[src/design/vtsi_pkg.sv]
// types and constants shared by the vlan tag strip/insert block
// no dependencies

package vtsi_pkg;

  localparam int unsigned MAX_RESULTS = 6;
  localparam int unsigned CNT_W       = 3;
  localparam int unsigned POS_W       = 5;
  localparam int unsigned HELD_DEPTH  = 4;

  localparam logic [15:0] TPID_CTAG = 16'h8100;
  localparam logic [15:0] TPID_STAG = 16'h88A8;

  localparam logic [POS_W-1:0] POS_ET_HI  = 5'd12;
  localparam logic [POS_W-1:0] POS_ET_LO  = 5'd13;
  localparam logic [POS_W-1:0] POS_TAG_2  = 5'd14;
  localparam logic [POS_W-1:0] POS_TAG_3  = 5'd15;
  localparam logic [POS_W-1:0] POS_INNER  = 5'd16;
  localparam logic [POS_W-1:0] POS_SAT    = 5'd18;

  typedef struct packed {
    logic [7:0] in_byte;
    logic       in_last;
  } in_item_t;

  typedef struct packed {
    logic [7:0] out_byte;
    logic       out_last;
  } out_item_t;

  // one accepted byte turned into a burst of up to six output bytes
  typedef struct packed {
    logic [MAX_RESULTS-1:0][7:0] data;
    logic [CNT_W-1:0]            count;
    logic                        last;
  } cmd_t;

endpackage

[src/design/vtsi_front.sv]
// front end: byte position tracking, ethertype classification, held bytes
// depends on vtsi_pkg

module vtsi_front import vtsi_pkg::*; (
  input  logic        clk,
  input  logic        rst_n,
  input  logic        in_valid,
  input  in_item_t    in_item,
  input  logic        q_full,
  output logic        in_stall,
  input  logic        cfg_wr_en,
  input  logic [15:0] cfg_wr_data,
  output logic        push_valid,
  output cmd_t        push_cmd
);

  logic [POS_W-1:0] pos_r, pos_nxt;
  logic             tagged_r, tagged_nxt;
  logic [15:0]      push_tci_r;
  logic [HELD_DEPTH-1:0][7:0] held_r, held_nxt;
  logic             accept;
  logic [7:0]       b;
  logic             last;
  logic             et_tagged;
  cmd_t             cmd;

  assign in_stall = q_full;
  assign accept   = in_valid && !q_full;
  assign b        = in_item.in_byte;
  assign last     = in_item.in_last;
  assign et_tagged = ({held_r[0], b} == TPID_CTAG) || ({held_r[0], b} == TPID_STAG);

  always_comb begin
    cmd        = '0;
    cmd.last   = last;
    held_nxt   = held_r;
    tagged_nxt = tagged_r;
    if (pos_r < POS_ET_HI) begin
      cmd.data[0] = b;
      cmd.count   = CNT_W'(1);
    end else if (pos_r == POS_ET_HI) begin
      held_nxt[0] = b;
      cmd.data[0] = b;
      cmd.count   = last ? CNT_W'(1) : CNT_W'(0);
    end else if (pos_r == POS_ET_LO) begin
      held_nxt[1] = b;
      tagged_nxt  = et_tagged;
      if (!et_tagged) begin
        cmd.data[0] = TPID_CTAG[15:8];
        cmd.data[1] = TPID_CTAG[7:0];
        cmd.data[2] = push_tci_r[15:8];
        cmd.data[3] = push_tci_r[7:0];
        cmd.data[4] = held_r[0];
        cmd.data[5] = b;
        cmd.count   = CNT_W'(6);
      end else begin
        cmd.data[0] = held_r[0];
        cmd.data[1] = b;
        cmd.count   = last ? CNT_W'(2) : CNT_W'(0);
      end
    end else if (pos_r == POS_TAG_2 && tagged_r) begin
      held_nxt[2] = b;
      cmd.data[0] = held_r[0];
      cmd.data[1] = held_r[1];
      cmd.data[2] = b;
      cmd.count   = last ? CNT_W'(3) : CNT_W'(0);
    end else if (pos_r == POS_TAG_3 && tagged_r) begin
      held_nxt[3] = b;
      cmd.data[0] = held_r[0];
      cmd.data[1] = held_r[1];
      cmd.data[2] = held_r[2];
      cmd.data[3] = b;
      cmd.count   = last ? CNT_W'(4) : CNT_W'(0);
    end else if (pos_r == POS_INNER && tagged_r && last) begin
      cmd.data[0] = held_r[0];
      cmd.data[1] = held_r[1];
      cmd.data[2] = held_r[2];
      cmd.data[3] = held_r[3];
      cmd.data[4] = b;
      cmd.count   = CNT_W'(5);
    end else begin
      cmd.data[0] = b;
      cmd.count   = CNT_W'(1);
    end

    if (last) begin
      pos_nxt    = '0;
      tagged_nxt = 1'b0;
    end else if (pos_r < POS_SAT) begin
      pos_nxt = pos_r + 1'b1;
    end else begin
      pos_nxt = pos_r;
    end
  end

  assign push_valid = accept && (cmd.count != '0);
  assign push_cmd   = cmd;

  always_ff @(posedge clk) begin
    if (!rst_n) begin
      pos_r      <= '0;
      tagged_r   <= 1'b0;
      push_tci_r <= 16'd1;
    end else begin
      if (accept) begin
        pos_r    <= pos_nxt;
        tagged_r <= tagged_nxt;
      end
      if (cfg_wr_en) begin
        push_tci_r <= cfg_wr_data;
      end
    end
  end

  always_ff @(posedge clk) begin
    if (accept) begin
      held_r <= held_nxt;
    end
  end

endmodule

[src/design/vtsi_cmd_fifo.sv]
// small command queue between front and back ends
// depends on vtsi_pkg

module vtsi_cmd_fifo import vtsi_pkg::*; #(
  parameter int unsigned DEPTH = 2
) (
  input  logic clk,
  input  logic rst_n,
  input  logic push,
  input  cmd_t push_cmd,
  input  logic pop,
  output logic full,
  output logic head_valid,
  output cmd_t head_cmd
);

  localparam int unsigned PW = (DEPTH > 1) ? $clog2(DEPTH) : 1;
  localparam int unsigned CW = $clog2(DEPTH + 1);
  localparam logic [PW-1:0] LAST_PTR = PW'(DEPTH - 1);
  localparam logic [CW-1:0] FULL_CNT = CW'(DEPTH);

  cmd_t             mem_r [DEPTH];
  logic [PW-1:0]    wr_ptr_r, rd_ptr_r;
  logic [CW-1:0]    cnt_r;
  logic             do_push, do_pop;

  assign full       = (cnt_r == FULL_CNT);
  assign head_valid = (cnt_r != '0);
  assign head_cmd   = mem_r[rd_ptr_r];
  assign do_push    = push && !full;
  assign do_pop     = pop && head_valid;

  always_ff @(posedge clk) begin
    if (!rst_n) begin
      wr_ptr_r <= '0;
      rd_ptr_r <= '0;
      cnt_r    <= '0;
    end else begin
      if (do_push) begin
        wr_ptr_r <= (wr_ptr_r == LAST_PTR) ? '0 : wr_ptr_r + 1'b1;
      end
      if (do_pop) begin
        rd_ptr_r <= (rd_ptr_r == LAST_PTR) ? '0 : rd_ptr_r + 1'b1;
      end
      if (do_push && !do_pop) begin
        cnt_r <= cnt_r + 1'b1;
      end else if (do_pop && !do_push) begin
        cnt_r <= cnt_r - 1'b1;
      end
    end
  end

  always_ff @(posedge clk) begin
    if (do_push) begin
      mem_r[wr_ptr_r] <= push_cmd;
    end
  end

endmodule

[src/design/vtsi_back.sv]
// back end: serializes queued commands into output bytes, output register
// depends on vtsi_pkg

module vtsi_back import vtsi_pkg::*; (
  input  logic      clk,
  input  logic      rst_n,
  input  logic      head_valid,
  input  cmd_t      head_cmd,
  output logic      pop,
  output logic      out_valid,
  output out_item_t out_item,
  input  logic      out_stall
);

  logic [CNT_W-1:0] idx_r;
  logic             out_valid_r;
  out_item_t        out_item_r;
  logic             load;
  logic             final_byte;

  assign load       = head_valid && (!out_valid_r || !out_stall);
  assign final_byte = (CNT_W'(idx_r + 1'b1) == head_cmd.count);
  assign pop        = load && final_byte;
  assign out_valid  = out_valid_r;
  assign out_item   = out_item_r;

  always_ff @(posedge clk) begin
    if (!rst_n) begin
      idx_r       <= '0;
      out_valid_r <= 1'b0;
    end else begin
      if (load) begin
        out_valid_r <= 1'b1;
        idx_r       <= final_byte ? '0 : idx_r + 1'b1;
      end else if (!out_stall) begin
        out_valid_r <= 1'b0;
      end
    end
  end

  always_ff @(posedge clk) begin
    if (load) begin
      out_item_r.out_byte <= head_cmd.data[idx_r];
      out_item_r.out_last <= head_cmd.last && final_byte;
    end
  end

endmodule

[src/design/vlan_tag_strip_insert_core.sv]
// top level of the 802.1q vlan tag strip/insert block
// depends on vtsi_pkg, vtsi_front, vtsi_cmd_fifo, vtsi_back
//
//   channel  ports                                  direction
//   input    in_valid, in_stall, in_item            frame bytes in
//   output   out_valid, out_stall, out_item         rewritten bytes out
//   config   cfg_wr_en, cfg_wr_data                 push_tci write
//
// one input byte per cycle while not stalled; each gives zero to six output bytes
// back end drains a byte per cycle unless out_stall; queue of QUEUE_DEPTH bursts
// in_stall rises only while the burst queue is full
// synchronous active-low reset, no clearing pass; push_tci resets to 1

module vlan_tag_strip_insert_core import vtsi_pkg::*; #(
  parameter int unsigned QUEUE_DEPTH = 2
) (
  input  logic        clk,
  input  logic        rst_n,
  input  logic        in_valid,
  input  in_item_t    in_item,
  output logic        in_stall,
  output logic        out_valid,
  output out_item_t   out_item,
  input  logic        out_stall,
  input  logic        cfg_wr_en,
  input  logic [15:0] cfg_wr_data
);

  logic push_valid, q_full, head_valid, pop;
  cmd_t push_cmd, head_cmd;

  vtsi_front u_front (
    .clk         (clk),
    .rst_n       (rst_n),
    .in_valid    (in_valid),
    .in_item     (in_item),
    .q_full      (q_full),
    .in_stall    (in_stall),
    .cfg_wr_en   (cfg_wr_en),
    .cfg_wr_data (cfg_wr_data),
    .push_valid  (push_valid),
    .push_cmd    (push_cmd)
  );

  vtsi_cmd_fifo #(
    .DEPTH (QUEUE_DEPTH)
  ) u_fifo (
    .clk        (clk),
    .rst_n      (rst_n),
    .push       (push_valid),
    .push_cmd   (push_cmd),
    .pop        (pop),
    .full       (q_full),
    .head_valid (head_valid),
    .head_cmd   (head_cmd)
  );

  vtsi_back u_back (
    .clk        (clk),
    .rst_n      (rst_n),
    .head_valid (head_valid),
    .head_cmd   (head_cmd),
    .pop        (pop),
    .out_valid  (out_valid),
    .out_item   (out_item),
    .out_stall  (out_stall)
  );

endmodule

[config.mk]
export PLATFORM = sky130hd
export DESIGN_NAME = vlan_tag_strip_insert_core
export DESIGN_NICKNAME = d
export VERILOG_FILES = /design/src/design/vtsi_pkg.sv /design/src/design/vtsi_front.sv /design/src/design/vtsi_cmd_fifo.sv /design/src/design/vtsi_back.sv /design/src/design/vlan_tag_strip_insert_core.sv
export SDC_FILE = /design/constraint.sdc
export NUM_CORES = 1
export LEC_CHECK = 0
export ABC_AREA = 1
export BUFFER_PORTS_ARGS = -buffer_cell sky130_fd_sc_hd__buf_2
export CORE_MARGIN = 8
export CORE_UTILIZATION = 65
export DETAILED_ROUTE_END_ITERATION = 12
export HOLD_SLACK_MARGIN = 0.1
export PLACE_DENSITY = 0.92
export SYNTH_ARGS = -nofsm -noshare
export SYNTH_HDL_FRONTEND = slang
export SYNTH_SLANG_ARGS = --single-unit
export TNS_END_PERCENT = 50
[constraint.sdc]
create_clock -name clk -period 11.43 [get_ports clk]
set_input_delay 1.7145 -clock clk [delete_from_list [all_inputs] [get_ports clk]]
set_output_delay 1.7145 -clock clk [all_outputs]
set_load 0.005 [all_outputs]
==> out/metrics.csv <==
metric;value;unit
Clock Skew;10.8;ps
met2 usage;37.7;%
max cap viols;0;
Core Box Area;0.0115;mm2
Pwr Density;213;mW/mm2
DIE AREA;0.0156;mm2
GP Congestion;0.969;
Tcrit/Tclk final;32.5;%
Seq pwr share;46.1;%
number of diodes;0;
P_int;0.00128;W
fmax;269;MHz
DR vias/cell;6.45;
Tot GR Track Use;22.8;%
Pins Over Slew Limit;0;
Synth area leader;edfxtp_1;
syn_nets;735;
1st-pass router iterations;7;
Worst Path Arrival;3760;ps
post-cts resize count;0;
synth warn;0;
Worst Max-Slew Pin Slew;1190;ps
Hold Vio Cnt, Final;0;
Routed Antenna Nets;0;
Top cell by count, worst path;nand2_1;
Post-synth top flop;edfxtp_1;
Worst Setup End Kind;flip-flop;
final instance area;0.00855;mm2
first-pass GRT wire length;28.6;mm
Max clock buf depth;2;
Synth Instances;698;
met1 GRT Util;28.9;%
slowest stage cell on the critical path;inv_2;
WL final;18.0;mm
worst min-delay path class;reg -> reg;
vias in the first global route;5592;
smallest hold slack;478;ps
Post-synth top cells;edfxtp_1 (145), nor2_1 (136), nand2_1 (88);
Async SR Flop Fraction;0;%
Routed WL per cell;20.3;um
Cell variety after synth;46;
CP startpoint kind;primary input;
register area share after synthesis;64.6;%
CP max stage delay;830;ps
endpoints failing setup;0;
minimum clock period;3710;ps
headroom to the max-slew limit;20.3;%
CP max FO;52;
Syn Area/Cell;11.0;um2
I/O Buffers;40;
M3 GR Usage;5.06;%
Worst-path clk slew;60;ps
aggregate negative setup slack;0;ps
std cell rows;39;
Num CTS Buffers;17;
Gate power share;21.8;%
top area cells in the synthesized netlist;edfxtp_1 (57%), dfxtp_1 (8.1%), nor2_1 (6.6%);
Total Nets Final;767;
Fill cells;695;
status;finished clean;
top cell type's share of synthesized area;56.6;%
Detailed Place HPWL;11.7;mm
Clock Sinks;176;
later-pin clock latency in the skew report;430;ps
die height;125;um
Most Crowded Layer GR;met2;
switching part of the total;29.5;%
via count;5717;
FF-to-FF setup slack;8170;ps
hold_buf cts;0;
Area Overhead vs Synth;11.0;%
CTS tree;built;
CP top delay family;buffers and inverters;
number of flops mapped to enable cells by yosys;145;
DIE WIDTH;125;um
Synth Cell Area;0.00770;mm2
DRC;0;
pin count of the biggest net entering global routing;54;
crit-path cells;buf_2 -> inv_1 -> nor2_1 -> nand3_1 -> nand2_1 -> nand3_1 -> nand2_1 -> nand2_1 -> nand2_1 -> nand2_1 -> nand3_1 -> inv_2;
postcts setup bufs;0;
Pleak;3.25;nW
Clock power frac;32.1;%
GRT overflow;0;
WP data required;11470;ps
switching pwr;0.000537;W
IO Pins;41;
Worst Path Buf+Inv;3;
initial core utilization;67.1;%
Post-DP Area;0.00794;mm2
Peak supply drop;0.145;mV
most common cell in the netlist;edfxtp_1;
clk root buf;clkbuf_16;
layout cells sized above 1;13.9;%
H-tree levels;4;
FF+latch count, synth;176;
antenna violations before repair;0;
RSZ-0062 raised after global routing;false;
initial drt markers;764;
kind of critical path;in -> reg;
-- placed cells by master (no fill, tap or decap), types with 15 or more instances in the layout --
| cell | count |
|---|---|
| edfxtp_1 | 145 |
| nor2_1 | 135 |
| nand2_1 | 88 |
| o21ai_0 | 65 |
| inv_1 | 41 |
| buf_2 | 40 |
| dfxtp_1 | 31 |
| nand3_1 | 20 |
| clkbuf_16 | 19 |
| a21oi_1 | 15 |
| o32ai_1 | 15 |
-- power by group through the flow --
stage | clock network [W] | registers (W) | logic (W)
after floorplan | 0 | 0.000840 | 0.000283
after global placement | 0 | 0.000845 | 0.000369
after CTS | 0.000587 | 0.000838 | 0.000398
final | 0.000585 | 0.000838 | 0.000397
after detailed placement | 0 | 0.000851 | 0.000392
after global routing | 0.000611 | 0.000845 | 0.000439
-- per-stage QoR --
stage	power (W)	worst slack (ps)	cells	utilization [%]
after floorplan	0.00112	6340	698	-
after global placement	0.00121	7490	854	69.3
after detailed placement	0.00124	7360	854	69.3
after CTS	0.00182	7750	886	74.5
after global routing	0.00189	7530	886	74.5
final	0.00182	7720	886	74.5
-- sequential cells by signal (all words and copies together), names as in the netlist, named ones only --
signal	flops
u_fifo.mem_r	104
u_front.tagged_r	1
u_fifo.cnt_r	2
u_front.pos_r	5
u_back.out_item	9
u_fifo.wr_ptr_r	1
u_back.out_valid	1
u_fifo.rd_ptr_r	1
u_front.held_r	32
u_back.idx_r	3
u_front.push_tci_r	16
-- kinds of logic after synthesis --
kind of cell               after synthesis  share of synthesized area (%)
xor gates and xnor gates                 7                          0.796
DFF                                    176                           64.6
muxes                                    5                          0.650
buffers and inverters                   82                           4.81
and+or+nand+nor                        277                           15.9
AOI/OAI and AO/OA                      144                           12.1
adders and majority gates                7                           1.14
-- worst paths after layout --
path                                 startpoint                            endpoint  cells past startpoint
max                                  in_item[8]       u_fifo.mem_r[1][10]$_DFFE_PP_                     12
max reg2reg       u_front.pos_r[0]$_SDFFE_PN0P_       u_fifo.mem_r[1][10]$_DFFE_PP_                     12
min          u_front.push_tci_r[0]$_SDFFE_PN1P_  u_front.push_tci_r[0]$_SDFFE_PN1P_                      2
min reg2reg  u_front.push_tci_r[0]$_SDFFE_PN1P_  u_front.push_tci_r[0]$_SDFFE_PN1P_                      2
-- cell type report --
type	count	area, um2	share of cell area (%)
well taps	143	179	2.09
multi-input cells	440	2360	27.6
repair buffers	44	230	2.69
inverters	51	196	2.30
flip-flops and latches	176	4970	58.2
clock inverters	9	104	1.22
clock buffers	23	500	5.86
-- tightest hold or removal path, stage by stage (launching register included) --
cell     delay [ps]
dfxtp_1         340
nand2_1          60
nand3_1          50
-- layer usage --
| layer | routed length, um | vias to the layer above | part of all wire [%] |
|---|---|---|---|
| met1 | 7040 | 2757 | 39 |
| met3 | 1730 | 37 | 9.6 |
| li1 | - | 2553 | - |
| met5 | 0 | - | 0 |
| met4 | 304 | 0 | 1.7 |
| met2 | 8880 | 370 | 49 |
No activity file was read; power rests on OpenSTA's default activity.
